[config.mk]
export PLATFORM = sky130hd
export DESIGN_NAME = aac_rtp_depacketizer_unit_flat
export DESIGN_NICKNAME = d
export VERILOG_FILES = /design/src/rtl/aac_rtp_pkg.sv /design/src/rtl/aac_rtp_pkt_if.sv /design/src/rtl/aac_rtp_frame_if.sv /design/src/rtl/aac_rtp_depacketizer_unit.sv /design/src/flat_wrapper.sv
export SDC_FILE = /design/constraint.sdc
export NUM_CORES = 1
export LEC_CHECK = 0
export BUFFER_PORTS_ARGS = -buffer_cell sky130_fd_sc_hd__buf_2
export CAP_MARGIN = 20
export CORE_ASPECT_RATIO = 1.2
export CORE_MARGIN = 2
export CORE_UTILIZATION = 45
export CTS_CLUSTER_DIAMETER = 40
export DETAILED_ROUTE_END_ITERATION = 16
export GPL_TIMING_DRIVEN = 0
export SETUP_SLACK_MARGIN = 0.15
export SYNTH_ARGS = -nofsm -noshare
export SYNTH_HDL_FRONTEND = slang
export SYNTH_SLANG_ARGS = --single-unit
[constraint.sdc]
create_clock -name clk -period 5.1 [get_ports clk]
set_input_delay 0.255 -clock clk [delete_from_list [all_inputs] [get_ports clk]]
set_output_delay 0.255 -clock clk [all_outputs]
set_load 0.01 [all_outputs]
[src/rtl/aac_rtp_pkg.sv]
`timescale 1ns / 1ps
`default_nettype none
// ----------------------------------------------------------------------------
// AAC RTP depacketizer package
// Shared item types and constants for the byte-stream depacketizer.
// ----------------------------------------------------------------------------
package aac_rtp_pkg;

	localparam int LENGTH_WIDTH_DEF = 16;
	localparam int HDR_LEN_BYTES    = 2;
	localparam int BITS_PER_BYTE    = 8;
	localparam int BIT_ROUND_UP     = 7;
	localparam int SKIP_WIDTH       = 14;
	localparam int FRAME_LEN_WIDTH  = 16;
	localparam logic [32:0] FRAME_LEN_MAX = 33'd65535;

	typedef struct packed {
		logic [7:0]  data_byte;
		logic        packet_start;
		logic        packet_end;
		logic        marker_bit;
		logic [31:0] rtp_timestamp;
	} pkt_item_t;

	typedef struct packed {
		logic [7:0]                 out_byte;
		logic                       byte_valid;
		logic                       frame_end;
		logic                       frame_abort;
		logic [FRAME_LEN_WIDTH-1:0] frame_length;
	} frame_item_t;

endpackage
`default_nettype wire

[src/rtl/aac_rtp_pkt_if.sv]
`timescale 1ns / 1ps
`default_nettype none
// ----------------------------------------------------------------------------
// AAC RTP packet byte channel
// Valid/ready channel carrying one tagged RTP payload byte per transfer.
// ----------------------------------------------------------------------------
interface aac_rtp_pkt_if;
	import aac_rtp_pkg::*;

	logic      valid;
	logic      ready;
	pkt_item_t item;

	modport source (output valid, output item, input ready);
	modport sink (input valid, input item, output ready);
endinterface
`default_nettype wire

[src/rtl/aac_rtp_frame_if.sv]
`timescale 1ns / 1ps
`default_nettype none
// ----------------------------------------------------------------------------
// AAC RTP frame byte channel
// Valid/ready channel carrying one frame result per transfer.
// ----------------------------------------------------------------------------
interface aac_rtp_frame_if;
	import aac_rtp_pkg::*;

	logic        valid;
	logic        ready;
	frame_item_t item;

	modport source (output valid, output item, input ready);
	modport sink (input valid, input item, output ready);
endinterface
`default_nettype wire

[src/rtl/aac_rtp_depacketizer_unit.sv]
// Output: an input transfer that yields a result loads it into the output register.
// Throughput: one byte per cycle while the output register is empty or its result is
// taken; the output register accepts a new byte in the cycle its current result is taken.
// Reset: arst_n clears timestamp, header length, byte position, frame count
// and the output valid flag.
`timescale 1ns / 1ps
`default_nettype none
// ----------------------------------------------------------------------------
// AAC RTP depacketizer unit
// Skips the AU-header section of each packet and streams the frame payload
// with end and abort flags.
// ----------------------------------------------------------------------------
module aac_rtp_depacketizer_unit #(
	parameter int LENGTH_WIDTH = aac_rtp_pkg::LENGTH_WIDTH_DEF
) (
	input  wire            clk,
	input  wire            arst_n,
	aac_rtp_pkt_if.sink    pkt,
	aac_rtp_frame_if.source frame
);
	import aac_rtp_pkg::*;

	localparam int CMP_WIDTH = (LENGTH_WIDTH > SKIP_WIDTH) ? LENGTH_WIDTH : SKIP_WIDTH;
	localparam logic [LENGTH_WIDTH-1:0] COUNT_MAX = '1;

	logic [31:0]             ts_q;
	logic [15:0]             header_q;
	logic [LENGTH_WIDTH-1:0] pos_q;
	logic [LENGTH_WIDTH-1:0] fb_q;
	logic                    out_valid_q;
	frame_item_t             out_item_q;

	logic                    accept;
	pkt_item_t               in_item;
	logic [LENGTH_WIDTH-1:0] pos;
	logic                    aborted;
	logic                    payload;
	logic                    final_byte;
	logic [16:0]             hdr_round;
	logic [SKIP_WIDTH-1:0]   skip;
	logic [15:0]             header_next;
	logic [LENGTH_WIDTH-1:0] pos_next;
	logic [LENGTH_WIDTH-1:0] fb_base;
	logic [LENGTH_WIDTH-1:0] fb_inc;
	logic [LENGTH_WIDTH-1:0] fb_next;
	logic [32:0]             fb_wide;
	frame_item_t             result;
	logic                    result_valid;

	assign pkt.ready   = !out_valid_q || frame.ready;
	assign accept      = pkt.valid && pkt.ready;
	assign in_item     = pkt.item;
	assign frame.valid = out_valid_q;
	assign frame.item  = out_item_q;

	always_comb begin
		pos        = in_item.packet_start ? '0 : pos_q;
		aborted    = in_item.packet_start && (fb_q != '0) && (in_item.rtp_timestamp != ts_q);
		hdr_round  = {1'b0, header_q} + 17'(BIT_ROUND_UP);
		skip       = SKIP_WIDTH'(hdr_round >> $clog2(BITS_PER_BYTE)) + SKIP_WIDTH'(HDR_LEN_BYTES);
		payload    = (CMP_WIDTH'(pos) >= CMP_WIDTH'(HDR_LEN_BYTES))
			&& (CMP_WIDTH'(pos) >= CMP_WIDTH'(skip));
		final_byte = in_item.packet_end && in_item.marker_bit;

		header_next = header_q;
		if (pos == '0) begin
			header_next = {in_item.data_byte, 8'h00};
		end else if (pos == LENGTH_WIDTH'(1)) begin
			header_next = {header_q[15:8], in_item.data_byte};
		end

		pos_next = (pos == COUNT_MAX) ? pos : pos + 1'b1;
		fb_base  = aborted ? '0 : fb_q;
		fb_inc   = (payload && fb_base != COUNT_MAX) ? fb_base + 1'b1 : fb_base;
		fb_next  = final_byte ? '0 : fb_inc;
		fb_wide  = 33'(fb_inc);

		result_valid        = payload || final_byte || aborted;
		result.out_byte     = payload ? in_item.data_byte : 8'h00;
		result.byte_valid   = payload;
		result.frame_end    = final_byte;
		result.frame_abort  = aborted;
		result.frame_length = (fb_wide > FRAME_LEN_MAX) ? '1 : fb_wide[FRAME_LEN_WIDTH-1:0];
	end

	always_ff @(posedge clk or negedge arst_n) begin
		if (!arst_n) begin
			ts_q     <= '0;
			header_q <= '0;
			pos_q    <= '0;
			fb_q     <= '0;
		end else if (accept) begin
			if (in_item.packet_start) begin
				ts_q <= in_item.rtp_timestamp;
			end
			header_q <= header_next;
			pos_q    <= pos_next;
			fb_q     <= fb_next;
		end
	end

	always_ff @(posedge clk or negedge arst_n) begin
		if (!arst_n) begin
			out_valid_q <= 1'b0;
		end else if (pkt.ready) begin
			out_valid_q <= accept && result_valid;
		end
	end

	always_ff @(posedge clk) begin
		if (accept && result_valid) begin
			out_item_q <= result;
		end
	end

endmodule
`default_nettype wire

[src/flat_wrapper.sv]
// flat-port wrapper written by rule: the top's interface ports become plain ports
module aac_rtp_depacketizer_unit_flat import aac_rtp_pkg::*;
#(
	parameter int LENGTH_WIDTH = aac_rtp_pkg::LENGTH_WIDTH_DEF
)
  (clk, arst_n, pkt_valid, pkt_item, pkt_ready, frame_valid, frame_item, frame_ready);
  aac_rtp_pkt_if pkt_i ();
  aac_rtp_frame_if frame_i ();
  input  wire clk;
  input  wire arst_n;
  input wire logic [$bits(pkt_i.valid)-1:0] pkt_valid;
  input wire logic [$bits(pkt_i.item)-1:0] pkt_item;
  output wire logic [$bits(pkt_i.ready)-1:0] pkt_ready;
  output wire logic [$bits(frame_i.valid)-1:0] frame_valid;
  output wire logic [$bits(frame_i.item)-1:0] frame_item;
  input wire logic [$bits(frame_i.ready)-1:0] frame_ready;
  assign pkt_i.valid = pkt_valid;
  assign pkt_i.item = pkt_item;
  assign pkt_ready = pkt_i.ready;
  assign frame_valid = frame_i.valid;
  assign frame_item = frame_i.item;
  assign frame_i.ready = frame_ready;
  aac_rtp_depacketizer_unit #(.LENGTH_WIDTH(LENGTH_WIDTH)) u_core (.clk(clk), .arst_n(arst_n), .pkt(pkt_i), .frame(frame_i));
endmodule
==> metrics.md <==
| Metric | Value |
|---|---|
| Startpoint of the worst hold path | `pkt_item[31]` |
| Largest area contributor in the netlist | `dfrtp_1` |
| Die width | `108 µm` |
| Number of antenna diodes | `0` |
| Ports | `between 70 and 80` |
| Clk buf depth | `2` |
| Final hold slack | `roughly 0.15 ns` |
| Lkg Pwr | `2.85 nW` |
| Port buffer count | `75` |
| Avg Inst Size Synth | `~11 µm²` |
| Critical path capture point type | `flop` |
| Root Buffer | `clkbuf_16` |
| Slew Limit Headroom | `a little over a third` |
| Hold Path Class | `in2reg` |
| GPL Wtd Cong | `between 0.8 and 0.9` |
| Synth top area share | `a little over a third` |
| FMAX | `a little over 200 MHz` |
| Ys Warns | `0` |
| Clk slew on worst S/H paths | `0.07 ns` |
| Syn Std Cell Area | `5850 µm²` |
| Post-synth EDFFs | `27` |
| Remaining antenna violation count | `0` |
| Vias/cell | `between 5 and 6` |
| Synth Net Count | `slightly above 600` |
| Cells after synthesis | `541` |
| Initial Utilization | `about 46%` |
| Initial antenna violation count | `0` |
| Final hold violation count | `0` |
| WP buf/inv | `2` |
| Iter 0 DRT Violations | `124` |
| # clock sinks | `between 100 and 150` |
| Final HPWL DP | `between 9000 and 10000 µm` |
| Pre-Repair DR Iteration Count | `4` |
| Remaining global-route overflow | `0` |
| Crit. Startpoint | `u_core.header_q[2]$_DFFE_PN0P_` |
| CTS tree | `done` |
| Reg2reg start | `u_core.header_q[2]$_DFFE_PN0P_` |
| # resized after CTS | `0` |
| Worst Setup Start Kind | `flop` |
| RSZ-0062 raised after global routing | `true` |
| CP delay by family, top | `buffers and inverters` |
| FF+latch count, synth | `between 100 and 150` |
| Crit Path Max Fanout | `27` |
| Area contributors post-synth | `dfrtp_1 35%, edfxtp_1 14%, mux2_2 8.1%` |
| # DRC | `0` |
| Maximum vdd drop | `around 0.24 mV` |
| Power density over the cells | `403 nW/µm²` |
| CP Class | `reg2reg` |
| Die height | `roughly 130 µm` |
| Skew-Pair Late Insertion Delay | `roughly 0.36 ns` |
| Largest net degree at the start of global routing | `54` |
| H-tree levels | `3` |
| Final std cells w/o fill | `about 800` |
| Routed Wire Length | `12600 µm` |
| Clk_skew | `0.00892 ns` |
| Vias post-DR | `between 4k and 5k` |
| Ys async rst share | `between 70% and 80%` |
| Vias in the first global route | `about 4.4k` |
| Status | `complete, no violations` |
| Area delta synth->final | `16.0%` |
| Std cell rows | `45` |
| Final setup fails | `0` |
| Fin nets | `approximately 700` |
| Gr usage total | `19.8%` |
| Core area | `12700 µm²` |
| Seq/Total Area, Yosys | `between 40% and 50%` |
| Worst-Margin Slew | `0.975 ns` |
| Wire per inst | `~16 µm` |
| Count of pins over their slew limit | `0` |
| Slowest-stage cell, CP | `inv_1` |
| Req. time, crit path | `~5 ns` |
| Die ar. | `~14000 µm²` |
| Slowest stage delay, CP | `around 0.76 ns` |
| Overall power | `between 2 and 3 mW` |
| Min Tclk post-route | `just under 5 ns` |
| Final worst path period share | `~95%` |
| Inst Count DP | `781` |
| Max-Cap Viols | `0` |
| Top FF cell, synth | `dfrtp_1` |
| WP data arrival | `around 4.8 ns` |
| Layout cell share with drive strength beyond 1 | `22.2%` |
| Global-route wire length before repair | `~22000 µm` |
| Crit-path cells | `o31a_1 > xor2_1 > ha_1 > maj3_1 > and3_1 > xnor2_1 > ha_1 > nand4_1 > or4b_1 > a21o_1 > inv_1 > o21ai_0 > inv_1` |
| Post-synth cell types | `58` |
| TritonCTS buffer count | `9` |
==> sequential cells by signal (all words and copies together) (netlist names) <==
register	count
u_core.frame.valid	1
u_core.frame.item	27
u_core.header_q	16
u_core.ts_q	32
u_core.pos_q	16
u_core.fb_q	16
==> area by class of cell <==
| cell class | instances | area (µm²) |
|---|---|---|
| Buffer | 14 | 61.3 |
| Clock buffer | 11 | 253 |
| Clock inverter | 5 | 63.8 |
| Fill cell | 1195 | 5880 |
| Inverter | 16 | 60.1 |
| Multi-Input combinational cell | 403 | 2890 |
| Sequential cell | 108 | 2840 |
| Tap cell | 164 | 205 |
| Timing Repair Buffer | 77 | 415 |
==> through the flow <==
step	setup WS, ns	setup TNS (ns)	area (µm²)	utilization (%)
after floorplan	0.981	0	5850	-
after global placement	0.359	0	6430	50.7
after detailed placement	0.289	0	6460	51.0
after CTS	0.238	0	6780	53.6
after global routing	-0.0191	-0.336	6780	53.6
final	0.256	0	6780	53.6
==> cell usage after synthesis (2+ instances only) <==
cell type  count
nor4_1        16
nand4_1       17
and3_1         8
a21o_1         2
ha_1          20
or4_1          5
mux2_2        42
a21oi_1        9
xnor2_1       17
and4_1         4
a22o_1        10
xor2_1        54
inv_1         15
nor2b_1       14
nor3_1         8
a211o_1        2
or3_1          4
edfxtp_1      27
clkbuf_1      12
nor3b_1        2
o21a_1         2
nor2_1        28
nand3_1       17
o211ai_1       7
o21ai_0       11
and2_1        14
a41oi_1        2
o21ai_1        2
dfrtp_1       81
o31a_1         2
nand2_1       60
==> what timing repair did <==
item	4_1_cts	5_1_grt
hold buffers	1	0
setup endpoints to repair	0	27
buffers inserted	0	0
hold endpoints to repair	28	0
==> layer usage <==
layer  routed length [µm]  GRT usage [%]  up-vias  part of all wire [%]
met5                    0              0        -                     0
met4                  260           8.37        0                   2.1
li1                     -              -     2132                     -
met2                 6070           31.7      118                    48
met3                  645           4.15       20                   5.1
met1                 5640           26.0     2086                    45
==> power breakdown <==
group          switching, mW  total [mW]  internal (mW)
clock                  0.328       0.741          0.413
combinational          0.407       0.755          0.348
sequential             0.149        1.24           1.09
==> cells in the final DEF, fill, tap and decap left out, types with 9 or more instances in the layout <==
master / count
buf_2: 75
inv_1: 15
o21ai_0: 11
clkbuf_1: 12
nand2_1: 60
clkbuf_16: 9
ha_1: 20
a22o_1: 10
mux2_2: 42
nor4_1: 16
a21oi_1: 9
nor2_1: 28
dfrtp_1: 81
nand3_1: 17
nand4_1: 17
xnor2_1: 17
nor2b_1: 14
xor2_1: 54
edfxtp_1: 27
and2_1: 14
==> final timing paths <==
kind | to | slack [ns] | cells past startpoint
max | u_core.frame.item[22]$_SDFFCE_PN0P_ | 0.26 | 13
min | u_core.ts_q[31]$_DFFE_PN0P_ | 0.15 | 2
max reg2reg | u_core.frame.item[22]$_SDFFCE_PN0P_ | 0.26 | 13
min reg2reg | u_core.pos_q[0]$_DFFE_PN0P_ | 0.52 | 2
max in group asynchronous | u_core.fb_q[11]$_DFFE_PN0P_ | 4.13 | 3
min in group asynchronous | u_core.header_q[6]$_DFFE_PN0P_ | 0.38 | 2
==> logic make-up (layout without fill, tap and decap cells) <==
| logic type | after synthesis | in the layout | synth area share, % |
|---|---|---|---|
| adder cells (fa/ha/maj) | 21 | 21 | 4.45 |
| XOR/XNOR | 71 | 71 | 10.6 |
| flip-flops | 108 | 108 | 48.5 |
| AO/OA/AOI/OAI | 65 | 65 | 8.07 |
| AND/OR/NAND/NOR | 203 | 203 | 18.0 |
| multiplexers | 43 | 43 | 8.26 |
| buffers and inverters | 30 | 123 | 2.08 |
Note: power is estimated with default switching activity, not from simulation.
